--- config.mk ---
export PLATFORM = sky130hd
export DESIGN_NAME = mirrored_playfield_bitmap_engine_unit
export DESIGN_NICKNAME = d
export VERILOG_FILES = /design/src/rtl/mpbe_pkg.sv /design/src/rtl/mpbe_front.sv /design/src/rtl/mpbe_back.sv /design/src/rtl/mirrored_playfield_bitmap_engine_unit.sv
export SDC_FILE = /design/constraint.sdc
export NUM_CORES = 1
export LEC_CHECK = 0
export BUFFER_PORTS_ARGS = -buffer_cell sky130_fd_sc_hd__buf_4
export CELL_PAD_IN_SITES_DETAIL_PLACEMENT = 1
export CELL_PAD_IN_SITES_GLOBAL_PLACEMENT = 1
export CORE_ASPECT_RATIO = 0.5
export CORE_MARGIN = 5
export CORE_UTILIZATION = 30
export DETAILED_ROUTE_END_ITERATION = 16
export PLACE_DENSITY_LB_ADDON = 0.1
export SLEW_MARGIN = 20
export SYNTH_ARGS = -nofsm -noshare
export SYNTH_HDL_FRONTEND = slang
export SYNTH_SLANG_ARGS = --single-unit
--- constraint.sdc ---
create_clock -name clock -period 7.2 [get_ports clock]
set_input_delay 1.44 -clock clock [delete_from_list [all_inputs] [get_ports clock]]
set_output_delay 1.44 -clock clock [all_outputs]
set_load 0.05 [all_outputs]
--- src/rtl/mpbe_pkg.sv ---
// Shared types, command codes and column mapping for the mirrored playfield bitmap engine.
package mpbe_pkg;

   typedef logic [23:0] row_word_type;

   typedef enum logic [2:0] {
      OP_PIXEL      = 3'd0,
      OP_READ_PIXEL = 3'd1,
      OP_HLINE      = 3'd2,
      OP_VLINE      = 3'd3,
      OP_FILL       = 3'd4,
      OP_SCROLL     = 3'd5,
      OP_READ_ROW   = 3'd6,
      OP_NOP        = 3'd7
   } opcode_type;

   typedef enum logic [1:0] {
      DIR_UP         = 2'd0,
      DIR_DOWN       = 2'd1,
      DIR_ROT_LEFT   = 2'd2,
      DIR_ROT_RIGHT  = 2'd3
   } dir_type;

   typedef enum logic [1:0] {
      BK_IDLE   = 2'd0,
      BK_LINE   = 2'd1,
      BK_ROTATE = 2'd2
   } bk_state_type;

   // Draw modes; the unused code behaves as toggle.
   localparam logic [1:0] MODE_SET    = 2'd0;
   localparam logic [1:0] MODE_CLEAR  = 2'd1;
   localparam logic [1:0] MODE_TOGGLE = 2'd2;

   localparam int COL_LAST         = 31;
   localparam int COL_MIRROR_START = 20;
   localparam int COL_MIRROR_SUM   = 39;
   localparam int COL_BYTE_B_START = 4;
   localparam int COL_BYTE_C_START = 12;
   localparam int BIT_TOP          = 23;
   localparam int BYTE_B_SHIFT     = 4;
   localparam int QUEUE_DEPTH      = 2;

   typedef struct packed {
      opcode_type  op;
      logic [7:0]  x;
      logic [7:0]  y;
      logic [7:0]  lo;
      logic [7:0]  hi;
      logic [1:0]  mode;
      logic [7:0]  fill;
      dir_type     dir;
   } cmd_type;

   // Bit position of a logical column (0-31) in a row word {a, b, c}.
   function automatic logic [4:0] pix_index(input logic [4:0] col);
      logic [5:0] m;
      logic [5:0] p;
      if (col >= 5'(COL_MIRROR_START)) begin
         m = 6'(COL_MIRROR_SUM) - {1'b0, col};
      end else begin
         m = {1'b0, col};
      end
      if (m < 6'(COL_BYTE_B_START)) begin
         p = 6'(BIT_TOP) - m;
      end else if (m < 6'(COL_BYTE_C_START)) begin
         p = m + 6'(BYTE_B_SHIFT);
      end else begin
         p = m - 6'(COL_BYTE_C_START);
      end
      return p[4:0];
   endfunction

   function automatic logic apply_mode(input logic old_bit, input logic [1:0] mode);
      logic r;
      case (mode)
         MODE_SET:   r = 1'b1;
         MODE_CLEAR: r = 1'b0;
         default:    r = ~old_bit;
      endcase
      return r;
   endfunction

endpackage

--- src/rtl/mpbe_front.sv ---
// Command front end: accept, sort line ends and queue commands for the back end.
module mpbe_front
   import mpbe_pkg::*;
(
   input  logic        clock,
   input  logic        reset,
   input  logic        req_valid,
   output logic        req_stall,
   input  logic [2:0]  req_opcode,
   input  logic [7:0]  req_coord_x,
   input  logic [7:0]  req_coord_y,
   input  logic [7:0]  req_end_coord,
   input  logic [1:0]  req_draw_mode,
   input  logic [7:0]  req_fill_byte,
   input  logic [1:0]  req_scroll_dir,
   input  logic        pop,
   output logic        cmd_valid,
   output cmd_type     cmd
);

   cmd_type    entries_ff [QUEUE_DEPTH];
   cmd_type    entries_in [QUEUE_DEPTH];
   logic       wr_ptr_ff, wr_ptr_in;
   logic       rd_ptr_ff, rd_ptr_in;
   logic [1:0] count_ff, count_in;

   cmd_type    dec;
   logic [7:0] key;
   logic       push;

   // Classify: a line sorts its two ends here so the back end only counts up.
   always_comb begin
      dec.op   = opcode_type'(req_opcode);
      dec.x    = req_coord_x;
      dec.y    = req_coord_y;
      dec.mode = req_draw_mode;
      dec.fill = req_fill_byte;
      dec.dir  = dir_type'(req_scroll_dir);
      key      = (dec.op == OP_VLINE) ? req_coord_y : req_coord_x;
      if (key < req_end_coord) begin
         dec.lo = key;
         dec.hi = req_end_coord;
      end else begin
         dec.lo = req_end_coord;
         dec.hi = key;
      end
   end

   assign req_stall = (count_ff == 2'(QUEUE_DEPTH));
   assign push      = req_valid && !req_stall;
   assign cmd_valid = (count_ff != 2'd0);
   assign cmd       = entries_ff[rd_ptr_ff];

   always_comb begin
      entries_in = entries_ff;
      wr_ptr_in  = wr_ptr_ff;
      rd_ptr_in  = rd_ptr_ff;
      count_in   = count_ff;
      if (push) begin
         entries_in[wr_ptr_ff] = dec;
         wr_ptr_in             = ~wr_ptr_ff;
      end
      if (pop) begin
         rd_ptr_in = ~rd_ptr_ff;
      end
      if (push && !pop) begin
         count_in = count_ff + 2'd1;
      end else if (pop && !push) begin
         count_in = count_ff - 2'd1;
      end
   end

   always_ff @(posedge clock) begin
      entries_ff <= entries_in;
      if (reset) begin
         wr_ptr_ff <= 1'b0;
         rd_ptr_ff <= 1'b0;
         count_ff  <= 2'd0;
      end else begin
         wr_ptr_ff <= wr_ptr_in;
         rd_ptr_ff <= rd_ptr_in;
         count_ff  <= count_in;
      end
   end

endmodule

--- src/rtl/mpbe_back.sv ---
// Command back end: playfield rows, pixel read-modify-write, line and rotate sequencer.
module mpbe_back
   import mpbe_pkg::*;
#(
   parameter int ROW_COUNT = 11
) (
   input  logic        clock,
   input  logic        reset,
   input  logic        cmd_valid,
   input  cmd_type     cmd,
   output logic        pop,
   output logic        rsp_valid,
   input  logic        rsp_stall,
   output logic        rsp_pixel_bit,
   output logic [7:0]  rsp_row_byte_a,
   output logic [7:0]  rsp_row_byte_b,
   output logic [7:0]  rsp_row_byte_c
);

   localparam int ROW_W = (ROW_COUNT > 1) ? $clog2(ROW_COUNT) : 1;
   localparam logic [ROW_W-1:0] ROW_LAST = ROW_W'(ROW_COUNT - 1);

   bk_state_type     state_ff, state_in;
   row_word_type     rows_ff [ROW_COUNT];
   row_word_type     rows_in [ROW_COUNT];
   cmd_type          cur_ff, cur_in;
   logic [7:0]       idx_ff, idx_in;
   logic [ROW_W-1:0] row_ff, row_in;
   logic [4:0]       step_ff, step_in;
   logic             edge_ff, edge_in;
   logic             rsp_valid_ff, rsp_valid_in;
   logic             pixel_bit_ff, pixel_bit_in;
   logic [7:0]       byte_a_ff, byte_a_in;
   logic [7:0]       byte_b_ff, byte_b_in;
   logic [7:0]       byte_c_ff, byte_c_in;

   logic             out_free;
   logic             line_done;
   logic             rot_done;
   logic             rot_cmd;
   logic             rot_left;
   logic [4:0]       rot_dst;
   logic [4:0]       rot_src;
   logic [4:0]       rot_edge_col;
   logic             rot_bit;
   logic [7:0]       px_col;
   logic [7:0]       px_y;
   logic [1:0]       px_mode;
   logic [4:0]       px_row;
   logic             px_ok;
   logic             rd_ok;
   logic [ROW_W-1:0] rd_idx;
   row_word_type     rd_word;
   row_word_type     new_word;
   logic [4:0]       pos;
   logic             old_bit;
   logic             wr_en;
   logic             rsp_load;

   assign out_free  = !rsp_valid_ff || !rsp_stall;
   assign pop       = (state_ff == BK_IDLE) && cmd_valid && out_free;
   assign line_done = (state_ff == BK_LINE) && (idx_ff == cur_ff.hi);
   assign rot_done  = (state_ff == BK_ROTATE) && (step_ff == 5'(COL_LAST)) &&
                      (row_ff == ROW_LAST);
   assign rot_cmd   = (cmd.dir == DIR_ROT_LEFT) || (cmd.dir == DIR_ROT_RIGHT);

   // Rotate walk: destination and source columns of the current step.
   assign rot_left     = (cur_ff.dir == DIR_ROT_LEFT);
   assign rot_dst      = rot_left ? step_ff : ~step_ff;
   assign rot_src      = rot_left ? (step_ff + 5'd1) : (5'(COL_LAST - 1) - step_ff);
   assign rot_edge_col = rot_left ? 5'd0 : 5'(COL_LAST);

   // Pixel address for this cycle.
   always_comb begin
      case (state_ff)
         BK_LINE: begin
            if (cur_ff.op == OP_HLINE) begin
               px_col = idx_ff;
               px_y   = cur_ff.y;
            end else begin
               px_col = cur_ff.x;
               px_y   = idx_ff;
            end
         end
         BK_ROTATE: begin
            px_col = {3'b000, rot_dst};
            px_y   = 8'({row_ff, 3'b000});
         end
         default: begin
            px_col = cmd.x;
            px_y   = cmd.y;
         end
      endcase
   end

   assign px_row = px_y[7:3];
   assign px_ok  = (px_col[7:5] == 3'd0) && ({1'b0, px_row} < 6'(ROW_COUNT));

   // Single row read port, shared by pixel access and row readout.
   always_comb begin
      if ((state_ff == BK_IDLE) && (cmd.op == OP_READ_ROW)) begin
         rd_ok  = (cmd.y < 8'(ROW_COUNT));
         rd_idx = cmd.y[ROW_W-1:0];
      end else begin
         rd_ok  = px_ok;
         rd_idx = px_row[ROW_W-1:0];
      end
      rd_word = rd_ok ? rows_ff[rd_idx] : '0;
   end

   assign rot_bit = (step_ff == 5'(COL_LAST)) ? edge_ff : rd_word[pix_index(rot_src)];

   always_comb begin
      case (state_ff)
         BK_LINE:   px_mode = cur_ff.mode;
         BK_ROTATE: px_mode = rot_bit ? MODE_SET : MODE_CLEAR;
         default:   px_mode = cmd.mode;
      endcase
      pos           = pix_index(px_col[4:0]);
      old_bit       = rd_word[pos];
      new_word      = rd_word;
      new_word[pos] = apply_mode(old_bit, px_mode);
   end

   always_comb begin
      state_in = state_ff;
      case (state_ff)
         BK_IDLE: begin
            if (pop && ((cmd.op == OP_HLINE) || (cmd.op == OP_VLINE))) begin
               state_in = BK_LINE;
            end else if (pop && (cmd.op == OP_SCROLL) && rot_cmd) begin
               state_in = BK_ROTATE;
            end
         end
         BK_LINE: begin
            if (line_done) begin
               state_in = BK_IDLE;
            end
         end
         BK_ROTATE: begin
            if (rot_done) begin
               state_in = BK_IDLE;
            end
         end
         default: state_in = BK_IDLE;
      endcase
   end

   always_comb begin
      rows_in      = rows_ff;
      cur_in       = cur_ff;
      idx_in       = idx_ff;
      row_in       = row_ff;
      step_in      = step_ff;
      edge_in      = edge_ff;
      pixel_bit_in = pixel_bit_ff;
      byte_a_in    = byte_a_ff;
      byte_b_in    = byte_b_ff;
      byte_c_in    = byte_c_ff;
      wr_en        = 1'b0;
      rsp_load     = 1'b0;

      case (state_ff)
         BK_LINE: begin
            wr_en  = px_ok;
            idx_in = idx_ff + 8'd1;
            if (line_done) begin
               rsp_load     = 1'b1;
               pixel_bit_in = 1'b0;
               byte_a_in    = '0;
               byte_b_in    = '0;
               byte_c_in    = '0;
            end
         end
         BK_ROTATE: begin
            wr_en   = 1'b1;
            step_in = step_ff + 5'd1;
            if (step_ff == 5'd0) begin
               edge_in = rd_word[pix_index(rot_edge_col)];
            end
            if (step_ff == 5'(COL_LAST)) begin
               row_in = row_ff + ROW_W'(1);
            end
            if (rot_done) begin
               rsp_load     = 1'b1;
               pixel_bit_in = 1'b0;
               byte_a_in    = '0;
               byte_b_in    = '0;
               byte_c_in    = '0;
            end
         end
         default: begin
            if (pop) begin
               cur_in  = cmd;
               idx_in  = cmd.lo;
               row_in  = '0;
               step_in = '0;
               case (cmd.op)
                  OP_PIXEL: begin
                     wr_en = px_ok;
                  end
                  OP_FILL: begin
                     for (int r = 0; r < ROW_COUNT; r++) begin
                        rows_in[r] = {cmd.fill, cmd.fill, cmd.fill};
                     end
                  end
                  OP_SCROLL: begin
                     case (cmd.dir)
                        DIR_UP: begin
                           for (int r = 0; r < ROW_COUNT; r++) begin
                              if (r < ROW_COUNT - 1) begin
                                 rows_in[r] = rows_ff[r + 1];
                              end else begin
                                 rows_in[r] = '0;
                              end
                           end
                        end
                        DIR_DOWN: begin
                           for (int r = 0; r < ROW_COUNT; r++) begin
                              if (r > 0) begin
                                 rows_in[r] = rows_ff[r - 1];
                              end else begin
                                 rows_in[r] = '0;
                              end
                           end
                        end
                        default: begin
                        end
                     endcase
                  end
                  default: begin
                  end
               endcase
               // Everything except lines and rotations answers at once.
               if (!((cmd.op == OP_HLINE) || (cmd.op == OP_VLINE) ||
                     ((cmd.op == OP_SCROLL) && rot_cmd))) begin
                  rsp_load     = 1'b1;
                  pixel_bit_in = (cmd.op == OP_READ_PIXEL) && px_ok && old_bit;
                  if (cmd.op == OP_READ_ROW) begin
                     byte_a_in = rd_word[23:16];
                     byte_b_in = rd_word[15:8];
                     byte_c_in = rd_word[7:0];
                  end else begin
                     byte_a_in = '0;
                     byte_b_in = '0;
                     byte_c_in = '0;
                  end
               end
            end
         end
      endcase

      if (wr_en) begin
         rows_in[rd_idx] = new_word;
      end

      rsp_valid_in = rsp_load || (rsp_valid_ff && rsp_stall);
   end

   always_ff @(posedge clock) begin
      cur_ff       <= cur_in;
      edge_ff      <= edge_in;
      pixel_bit_ff <= pixel_bit_in;
      byte_a_ff    <= byte_a_in;
      byte_b_ff    <= byte_b_in;
      byte_c_ff    <= byte_c_in;
      if (reset) begin
         state_ff     <= BK_IDLE;
         rsp_valid_ff <= 1'b0;
         idx_ff       <= '0;
         row_ff       <= '0;
         step_ff      <= '0;
         for (int r = 0; r < ROW_COUNT; r++) begin
            rows_ff[r] <= '0;
         end
      end else begin
         state_ff     <= state_in;
         rsp_valid_ff <= rsp_valid_in;
         idx_ff       <= idx_in;
         row_ff       <= row_in;
         step_ff      <= step_in;
         rows_ff      <= rows_in;
      end
   end

   assign rsp_valid      = rsp_valid_ff;
   assign rsp_pixel_bit  = pixel_bit_ff;
   assign rsp_row_byte_a = byte_a_ff;
   assign rsp_row_byte_b = byte_b_ff;
   assign rsp_row_byte_c = byte_c_ff;

endmodule

--- src/rtl/mirrored_playfield_bitmap_engine_unit.sv ---
// Pixel, read, fill and scroll commands pass through the queue and then the output register.
// Throughput: one such command per cycle while neither the queue nor the result stalls; a
// line or a rotate holds the back end for its whole walk, the pace being
// set by the single pixel read-modify-write path that walks one column per cycle.
// Reset: synchronous, active high; clears every playfield row, the queue and the result valid flag.
module mirrored_playfield_bitmap_engine_unit
   import mpbe_pkg::*;
#(
   parameter int ROW_COUNT = 11
) (
   input  logic        clock,
   input  logic        reset,
   input  logic        req_valid,
   output logic        req_stall,
   input  logic [2:0]  req_opcode,
   input  logic [7:0]  req_coord_x,
   input  logic [7:0]  req_coord_y,
   input  logic [7:0]  req_end_coord,
   input  logic [1:0]  req_draw_mode,
   input  logic [7:0]  req_fill_byte,
   input  logic [1:0]  req_scroll_dir,
   output logic        rsp_valid,
   input  logic        rsp_stall,
   output logic        rsp_pixel_bit,
   output logic [7:0]  rsp_row_byte_a,
   output logic [7:0]  rsp_row_byte_b,
   output logic [7:0]  rsp_row_byte_c
);

   // Queue head handed from front end to back end.
   cmd_type cmd;
   logic    cmd_valid;
   logic    pop;

   // Front end: take each request transaction, sort line ends, and hold it in a
   // two-entry queue so request acceptance carries on while the back end is busy.
   mpbe_front u_front (
      .clock          (clock),
      .reset          (reset),
      .req_valid      (req_valid),
      .req_stall      (req_stall),
      .req_opcode     (req_opcode),
      .req_coord_x    (req_coord_x),
      .req_coord_y    (req_coord_y),
      .req_end_coord  (req_end_coord),
      .req_draw_mode  (req_draw_mode),
      .req_fill_byte  (req_fill_byte),
      .req_scroll_dir (req_scroll_dir),
      .pop            (pop),
      .cmd_valid      (cmd_valid),
      .cmd            (cmd)
   );

   // Back end: own the playfield, execute one command at a time and drop its
   // single result into the output register, which parts it from the response side.
   // Lines advance one coordinate per cycle so aliased toggles repeat; rotations copy
   // pixel by pixel after capturing the edge bit of each row.
   mpbe_back #(
      .ROW_COUNT (ROW_COUNT)
   ) u_back (
      .clock          (clock),
      .reset          (reset),
      .cmd_valid      (cmd_valid),
      .cmd            (cmd),
      .pop            (pop),
      .rsp_valid      (rsp_valid),
      .rsp_stall      (rsp_stall),
      .rsp_pixel_bit  (rsp_pixel_bit),
      .rsp_row_byte_a (rsp_row_byte_a),
      .rsp_row_byte_b (rsp_row_byte_b),
      .rsp_row_byte_c (rsp_row_byte_c)
   );

endmodule

==> metrics.yaml, run 1 <==
outcome:
  status: "finished clean"
critical_path:
  path_buf_inv: 5
  reg2reg_from: "u_back.state_ff[0]$_SDFFE_PP0P_"
  critPathArrivalTime_ps: 7320
  worstSetupEndpointType: "flip-flop"
  r2r_slack_ps: 390
  worstSetupPathType: "reg -> reg"
  path_max_fanout: 20
  worstSetupStartpointType: "flip-flop"
  worstPathRequired_ps: 7710
  crit_slowest_cell: "a222oi_1"
  crit_start: "u_back.state_ff[0]$_SDFFE_PP0P_"
  crit_chain: "inv_1 > ha_2 > buf_4 > nand2_1 > o221a_2 > nor3_1 > a21o_1 > clkinv_1 > ha_1 > nand2_1 > nor3_1 > o21ai_0 > o2111ai_1 > a222oi_1 > a21oi_1 > o32a_1 > o21ai_1 > buf_4 > nor3_1 > buf_4 > o311a_1"
  timing.rr.end: "u_back.rows_ff[70]$_SDFF_PP0_"
  path_delay_family: "compound AO/OA/AOI/OAI gates"
  slowest_delay_ps: 720
  reg2reg_depth: 21
grt:
  grt_pass1_vias: 29800
  antenna_found_initial: 10
  grt_max_degree: 142
  grt-ovfl-total: 0
  track_usage_pct: 27.7
  grt_pass1_wl_um: 218000
layout:
  final_layout_size_suffix_gt1_share_pct: 13.2
  final_common_cell: "nand2_1"
  final_cell_mix: "466 x nand2_1, 352 x a21oi_1, 306 x o21ai_0"
  regArea_um2: 10200
  multi_input_area_um2: 17400
  final_cell_count_no_fill: 4740
  final_nets: 3493
  areaGrowthSynthToFinish_pct: 12.9
  fillers: 11300
timing:
  relSlewSlack_pct: 18.6
  slew_viol_final: 0
  fin_crit_sh_pct: 94.6
  finalHoldViolations: 0
  setup_tns_ps: 0
  finalSetupViolCount: 0
  rsz0062_at_grt: "no"
  hold_slack_ps: 497
  tightest_slew_ps: 1210
  max_freq_mhz: 147
  skew_ps: 32.2
  period_needed_ps: 6810
clocking:
  post-cts-setup-buffer-count: 0
  path_clk_slew_ps: 60
  cts-root-buf: "clkbuf_16"
  ctsHoldBuffers: 0
  worstSkewPairLatency_ps: 640
  cts_buffer_depth: 3
  cts_tree: "done"
  cts_buffers: 48
  clkSinkCount: 436
  htreeDepth: 2
synthesis:
  ys_types: 99
  yosysSeqAreaShare_pct: 35.0
  avgSynthCellArea_um2: 8.27
  synthFlopType: "dfxtp_1"
  synth_area_um2: 29200
  synth-edff-count: 148
  synth_fp_nets: 3595
  async_reset_ff_share_pct: 0
  syn_inst: 3528
  ys_ff_latch: 436
  yosys_warnings: 0
power:
  power.internal_mw: 7.07
  p_switching_mw: 8.30
  power.leakage_nw: 10.9
  swShare_pct: 54.0
  p_seq_share_pct: 22.4
  combPwrFrac_pct: 60.3
  cellPowerDensity_nw_per_um2: 466
  pwr-share-clk_pct: 17.3
  vdd_ir_drop_max_v: 0.000284
placement:
  placed_cells: 4646
  place.gp.congestion: 0.927
  post-dp-hpwl_um: 96700
  numPortBuffers: 69
route:
  vias: 31100
  final_antenna_net_count: 0
  post_drt_wl_per_cell_um: 32.0
  wl_um: 151000
  route.detailed.drc: 0
  drtIter0Drc: 3663
  via_per_inst: 6.55
  dr.pass1.iters: 6
floorplanning:
  core_um2: 95900
  start_util_pct: 30.4
  io_pins: 70
  die_h_um: 231
  die-area_um2: 104000
  die_width_um: 451
  row_count: 80
hold_path:
  hold_depth: 2
  hold_class: "reg -> reg"
  hold_end: "u_back.rsp_valid$_SDFF_PP0_"
  hp-start: "u_back.rsp_valid$_SDFF_PP0_"
run:
  max-cap-violations: 0
worst min-delay path, stage by stage (launching register included):
cell and delay [ps]:
dfxtp_1 330, nand2_1 70, a21oi_1 50
power by group through the flow:
stage / combinational [mW] / clock, mW / sequential [mW]
after detailed placement: 8.92 / 0 / 3.49
after global routing: 9.55 / 2.81 / 3.49
after global placement: 8.85 / 0 / 3.48
after CTS: 8.96 / 2.71 / 3.44
after floorplan: 5.00 / 0 / 3.61
final: 9.27 / 2.65 / 3.44
how the worst max path moves through the flow:
stage / depth (start not counted) / endpoint / slack, ps
floorplan: 27 / u_back.rows_ff[169]$_SDFF_PP0_ / 1650
finish: 21 / u_back.rows_ff[70]$_SDFF_PP0_ / 390
global placement: 20 / u_back.rows_ff[260]$_SDFF_PP0_ / 200
global route: 28 / u_back.rows_ff[12]$_SDFF_PP0_ / 100
detailed placement: 20 / u_back.rows_ff[92]$_SDFF_PP0_ / 140
CTS: 20 / u_back.rows_ff[92]$_SDFF_PP0_ / 90
synthesized netlist by cell type, types with 13 or more instances:
library cell	n	area [um2]
dfxtp_1	288	5770
o31a_1	15	131
a211oi_1	154	1160
nand2b_1	15	93.8
inv_1	55	206
clkbuf_1	290	1090
o21ai_0	307	1540
a31oi_1	41	257
o21a_1	13	97.6
nand3_1	51	255
o221ai_1	23	201
mux2_2	52	586
o22ai_1	19	119
o221a_2	13	146
a41o_1	20	200
edfxtp_1	148	4440
nand2_1	474	1780
a221oi_1	102	893
nor3_1	62	310
or3_1	17	106
and2_1	22	138
a211oi_2	14	175
nor4_1	14	87.6
a21oi_1	354	1770
o311a_1	108	1080
and3_1	31	194
a22oi_1	33	248
o211ai_1	36	270
xor2_1	15	131
mux2i_1	155	1550
buf_2	48	240
a221o_1	107	1070
buf_1	35	131
nor2_1	174	653
ha_1	24	300
cell type report:
class	instances	share of cell area [%]
clock buffer	75	4.26
timing repair buffer	234	5.72
antenna	4	0.0304
clock inverter	14	0.543
sequential	436	31.0
tap	1271	4.83
inverter	59	0.718
multi-input combinational	2647	52.9
repair_timing:
action / in CTS / in global routing
hold endpoints to repair: 0 / 0
gates resized for setup: 0 / 7
endpoints found under the setup margin: 0 / 169
flip-flops by register name, summed over array words and instances (netlist names):
register / flops
u_back.row_ff: 4
u_front.count_ff: 2
u_back.cur_ff: 28
u_front.entries_ff: 94
u_back.step_ff: 5
u_back.rsp_row_byte_c: 8
u_back.rsp_valid: 1
u_back.rsp_pixel_bit: 1
u_front.rd_ptr_ff: 1
u_front.wr_ptr_ff: 1
u_back.rsp_row_byte_a: 8
u_back.rsp_row_byte_b: 8
u_back.idx_ff: 8
u_back.rows_ff: 264
u_back.state_ff: 2
u_back.edge_ff: 1
kinds of logic after synthesis:
kind of cell,count (synthesis),synth area share [%]
AO/OA/AOI/OAI,1481,35.8
XOR/XNOR,26,0.879
flip-flops,436,35.0
multiplexers,211,7.52
AND/OR/NAND/NOR,905,13.6
buffers and inverters,445,6.19
adder cells (fa/ha/maj),24,1.03
layer usage:
| metal | share of wire (%) | up-vias | track usage, % |
|---|---|---|---|
| met2 | 42 | 1430 | 41.1 |
| met4 | 3.2 | 4 | 8.38 |
| met3 | 8.9 | 291 | 5.95 |
| met5 | 0.021 | - | 0 |
| li1 | - | 13400 | - |
| met1 | 46 | 15900 | 40.3 |
stage by stage:
step	setup slack, ps	util, %	cell area, um2	power (mW)
after floorplan	1650	-	29200	8.61
after global placement	196	32.6	31300	12.3
after detailed placement	136	32.6	31300	12.4
after CTS	91.1	34.3	32900	15.1
after global routing	96.4	34.4	32900	15.9
final	385	34.4	33000	15.4
Power figures use the tool's default switching activity.
==> run 2, diff against run 1 <==
--- a/config.mk
+++ b/config.mk
@@ -8,7 +8,6 @@
 export BUFFER_PORTS_ARGS = -buffer_cell sky130_fd_sc_hd__buf_4
 export CELL_PAD_IN_SITES_DETAIL_PLACEMENT = 1
 export CELL_PAD_IN_SITES_GLOBAL_PLACEMENT = 1
-export CORE_ASPECT_RATIO = 0.5
 export CORE_MARGIN = 5
 export CORE_UTILIZATION = 30
 export DETAILED_ROUTE_END_ITERATION = 16
@@ -16,4 +15,5 @@
 export SLEW_MARGIN = 20
 export SYNTH_ARGS = -nofsm -noshare
 export SYNTH_HDL_FRONTEND = slang
+export SYNTH_HIERARCHICAL = 1
 export SYNTH_SLANG_ARGS = --single-unit
==> metrics.yaml, run 2 <==
power:
  vdd_ir_drop_max_v: 0.000373  # was 0.000284 V
  p_switching_mw: 9.43  # was 8.30 mW
  pwr-share-clk_pct: 17.4  # was 17.3%
  cellPowerDensity_nw_per_um2: 495  # was 466 nW/um2
  power.leakage_nw: 11.4  # was 10.9 nW
  power.internal_mw: 7.67  # was 7.07 mW
  swShare_pct: 55.2  # was 54.0%
  combPwrFrac_pct: 62.6  # was 60.3%
  p_seq_share_pct: 20.0  # was 22.4%
clocking:
  cts_buffer_depth: 3  # unchanged
  cts_tree: "done"  # unchanged
  clkSinkCount: 436  # unchanged
  htreeDepth: 2  # unchanged
  cts-root-buf: "clkbuf_16"  # unchanged
  worstSkewPairLatency_ps: 710  # was 640 ps
  ctsHoldBuffers: 0  # unchanged
  post_cts_resized: 0  # unchanged
  path_clk_slew_ps: 70  # was 60 ps
  post-cts-setup-buffer-count: 0  # unchanged
  cts_buffers: 56  # was 48
outcome:
  status: "finished clean"  # unchanged
synthesis:
  synth_commonest_cells: "313 x o21ai_0, 307 x clkbuf_1, 306 x a21oi_1"  # was 474 x nand2_1, 354 x a21oi_1, 307 x o21ai_0
  synth_top_area_share_pct: 19.0  # was 19.8%
  yosys_warnings: 6  # was 0
  yosysSeqAreaShare_pct: 33.6  # was 35.0%
  synth.largest_area_cell: "dfxtp_1"  # unchanged
  synth_fp_nets: 3647  # was 3595
  synth-edff-count: 148  # unchanged
  syn_inst: 3577  # was 3528
  yosys-top-cells-area: "dfxtp_1 19%, edfxtp_1 15%, mux2i_1 6.0%"  # was dfxtp_1 20%, edfxtp_1 15%, nand2_1 6.1%
  ys_ff_latch: 436  # unchanged
  avgSynthCellArea_um2: 8.49  # was 8.27 um2
  synthFlopType: "dfxtp_1"  # unchanged
  async_reset_ff_share_pct: 0  # unchanged
  synth_area_um2: 30400  # was 29200 um2
  ys_types: 105  # was 99
  synth_most_common_cell: "o21ai_0"  # was nand2_1
timing:
  finalSetupViolCount: 0  # unchanged
  finalHoldViolations: 0  # unchanged
  worst_slack_ps: 447  # was 385 ps
  rsz0062_at_grt: "no"  # unchanged
  skew_ps: 45.0  # was 32.2 ps
  fin_crit_sh_pct: 93.8  # was 94.6%
  slew_viol_final: 0  # unchanged
  relSlewSlack_pct: 22.6  # was 18.6%
  tightest_slew_ps: 1160  # was 1210 ps
  period_needed_ps: 6750  # was 6810 ps
  max_freq_mhz: 148  # was 147 MHz
placement:
  pre_cts_slack_ps: 306  # was 136 ps
  placed_area_um2: 32600  # was 31300 um2
  numPortBuffers: 69  # unchanged
  place.gp.congestion: 0.869  # was 0.927
  post-dp-hpwl_um: 103000  # was 96700 um
route:
  vias: 31300  # was 31100
  route.detailed.drc: 0  # unchanged
  post_drt_wl_per_cell_um: 32.8  # was 32.0 um
  via_per_inst: 6.42  # was 6.55
  final_antenna_net_count: 0  # unchanged
  dr.pass1.iters: 6  # unchanged
  drtIter0Drc: 3130  # was 3663
  wl_um: 160000  # was 151000 um
grt:
  grt_pass1_wl_um: 231000  # was 218000 um
  track_usage_pct: 28.5  # was 27.7%
  grt_pass1_vias: 31900  # was 29800
  antenna_found_initial: 9  # was 10
  grt_max_degree: 133  # was 142
  grt-ovfl-total: 0  # unchanged
layout:
  final_cell_mix: "313 x o21ai_0, 304 x a21oi_1, 287 x dfxtp_1"  # was 466 x nand2_1, 352 x a21oi_1, 306 x o21ai_0
  fin_area_um2: 34500  # was 33000 um2
  final_common_cell: "o21ai_0"  # was nand2_1
  final_nets: 3548  # was 3493
  fin_util_pct: 34.4  # about the same
  largest_register: "u_back/rows_ff"  # was u_back.rows_ff
  final_layout_size_suffix_gt1_share_pct: 16.5  # was 13.2%
  largest_reg_flops: 264  # unchanged
  areaGrowthSynthToFinish_pct: 13.7  # was 12.9%
  largestRegisters: "u_back/rows_ff x264, u_front/entries_ff x94, u_back/cur_ff x28"  # was u_back.rows_ff x264, u_front.entries_ff x94, u_back.cur_ff x28
critical_path:
  timing.rr.end: "u_back/rows_ff[196]$_SDFF_PP0_"  # was u_back.rows_ff[70]$_SDFF_PP0_
  r2r_slack_ps: 450  # was 390 ps
  critPathArrivalTime_ps: 7270  # was 7320 ps
  worstSetupEndpointType: "flip-flop"  # unchanged
  crit_start: "u_back/state_ff[0]$_SDFFE_PP0P_"  # was u_back.state_ff[0]$_SDFFE_PP0P_
  path_max_fanout: 65  # was 20
  reg2reg_depth: 17  # was 21
  worstSetupPathType: "reg -> reg"  # unchanged
  worstSetupStartpointType: "flip-flop"  # unchanged
  worstPathRequired_ps: 7720  # was 7710 ps
  reg2reg_from: "u_back/state_ff[0]$_SDFFE_PP0P_"  # was u_back.state_ff[0]$_SDFFE_PP0P_
floorplanning:
  die-area_um2: 108000  # was 104000 um2
  row_count: 116  # was 80
  die_width_um: 328  # was 451 um
  io_pins: 70  # unchanged
  start_util_pct: 30.3  # was 30.4%
  die_h_um: 328  # was 231 um
  core_um2: 100000  # was 95900 um2
hold_path:
  hold_end: "u_back/state_ff[1]$_SDFFE_PP0P_"  # was u_back.rsp_valid$_SDFF_PP0_
  hold_depth: 2  # unchanged
  hold_class: "reg -> reg"  # unchanged
  hp-start: "u_back/state_ff[1]$_SDFFE_PP0P_"  # was u_back.rsp_valid$_SDFF_PP0_
run:
  max-cap-violations: 0  # unchanged
-- run 2: area by class of cell --
class                           count  area (um2)
Fill cell                       11500       65700
Multi-Input combinational cell   2689       18500
Sequential cell                   436       10200
Timing Repair Buffer              244        2040
Tap cell                         1357        1700
Clock buffer                       75        1520
Clock inverter                     26         357
Inverter                           51         191
Antenna cell                        3        7.51
-- run 2: cell families (layout without fill, tap and decap cells) --
logic type                 count (synthesis)  count (layout)  share of synthesized area (%)
xor gates and xnor gates                  25              25                          0.766
and+or+nand+nor                          855             855                           13.2
other                                      0               3                              0
DFF                                      436             436                           33.6
buffers and inverters                    452             396                           6.30
muxes                                    304             304                           10.7
adders and majority gates                 27              27                           1.11
AOI/OAI and AO/OA                       1478            1478                           34.3
-- run 2: worst max path at each step --
stage	to	slack (ps)	cells after the start
after floorplan	u_back/rows_ff[240]$_SDFF_PP0_	1810	27
after global placement	u_back/rows_ff[196]$_SDFF_PP0_	-480	17
after detailed placement	u_back/rows_ff[217]$_SDFF_PP0_	310	27
after CTS	u_back/rows_ff[217]$_SDFF_PP0_	280	27
after global routing	u_back/rows_ff[52]$_SDFF_PP0_	110	23
final	u_back/rows_ff[196]$_SDFF_PP0_	450	17
-- run 2: worst max-delay path, cell delays in order, from the launching register on --
cell and delay, ps:
dfxtp_1 360, inv_1 90, ha_1 680, buf_4 390, o21ai_0 400, o21ai_4 900
buf_12 320, buf_4 330, mux2_2 380, a32o_1 250, a211oi_2 310, o32ai_1 160
a2111oi_0 400, nor3_1 120, o41a_2 650, nand2_8 210, buf_12 340, o32ai_1 170
-- run 2: routing by layer --
metal | up-vias | share of wire, % | GRT usage [%]
li1 | 13500 | - | -
met1 | 16100 | 44 | 38.5
met2 | 1302 | 44 | 44.6
met3 | 338 | 7.0 | 5.38
met4 | 2 | 4.8 | 12.4
met5 | - | 0.0081 | 0
-- run 2: per-stage QoR --
step | TNS (ps) | total power, mW | hold slack (ps) | cells
2_1_floorplan | 0 | 9.44 | 449 | 3577
3_3_place_gp | -97430 | 13.7 | 462 | 4775
3_5_place_dp | 0 | 13.9 | 494 | 4776
4_1_cts | 0 | 16.9 | 504 | 4877
5_1_grt | 0 | 17.7 | 535 | 4878
6_report | 0 | 17.1 | 502 | 4881
-- run 2: power by group through the flow --
stage                     sequential (mW)  clock, mW  combinational [mW]
after CTS                            3.41       3.05                10.4
after floorplan                      3.61          0                5.83
after global placement               3.44          0                10.3
final                                3.42       2.98                10.7
after global routing                 3.46       3.15                11.1
after detailed placement             3.46          0                10.4
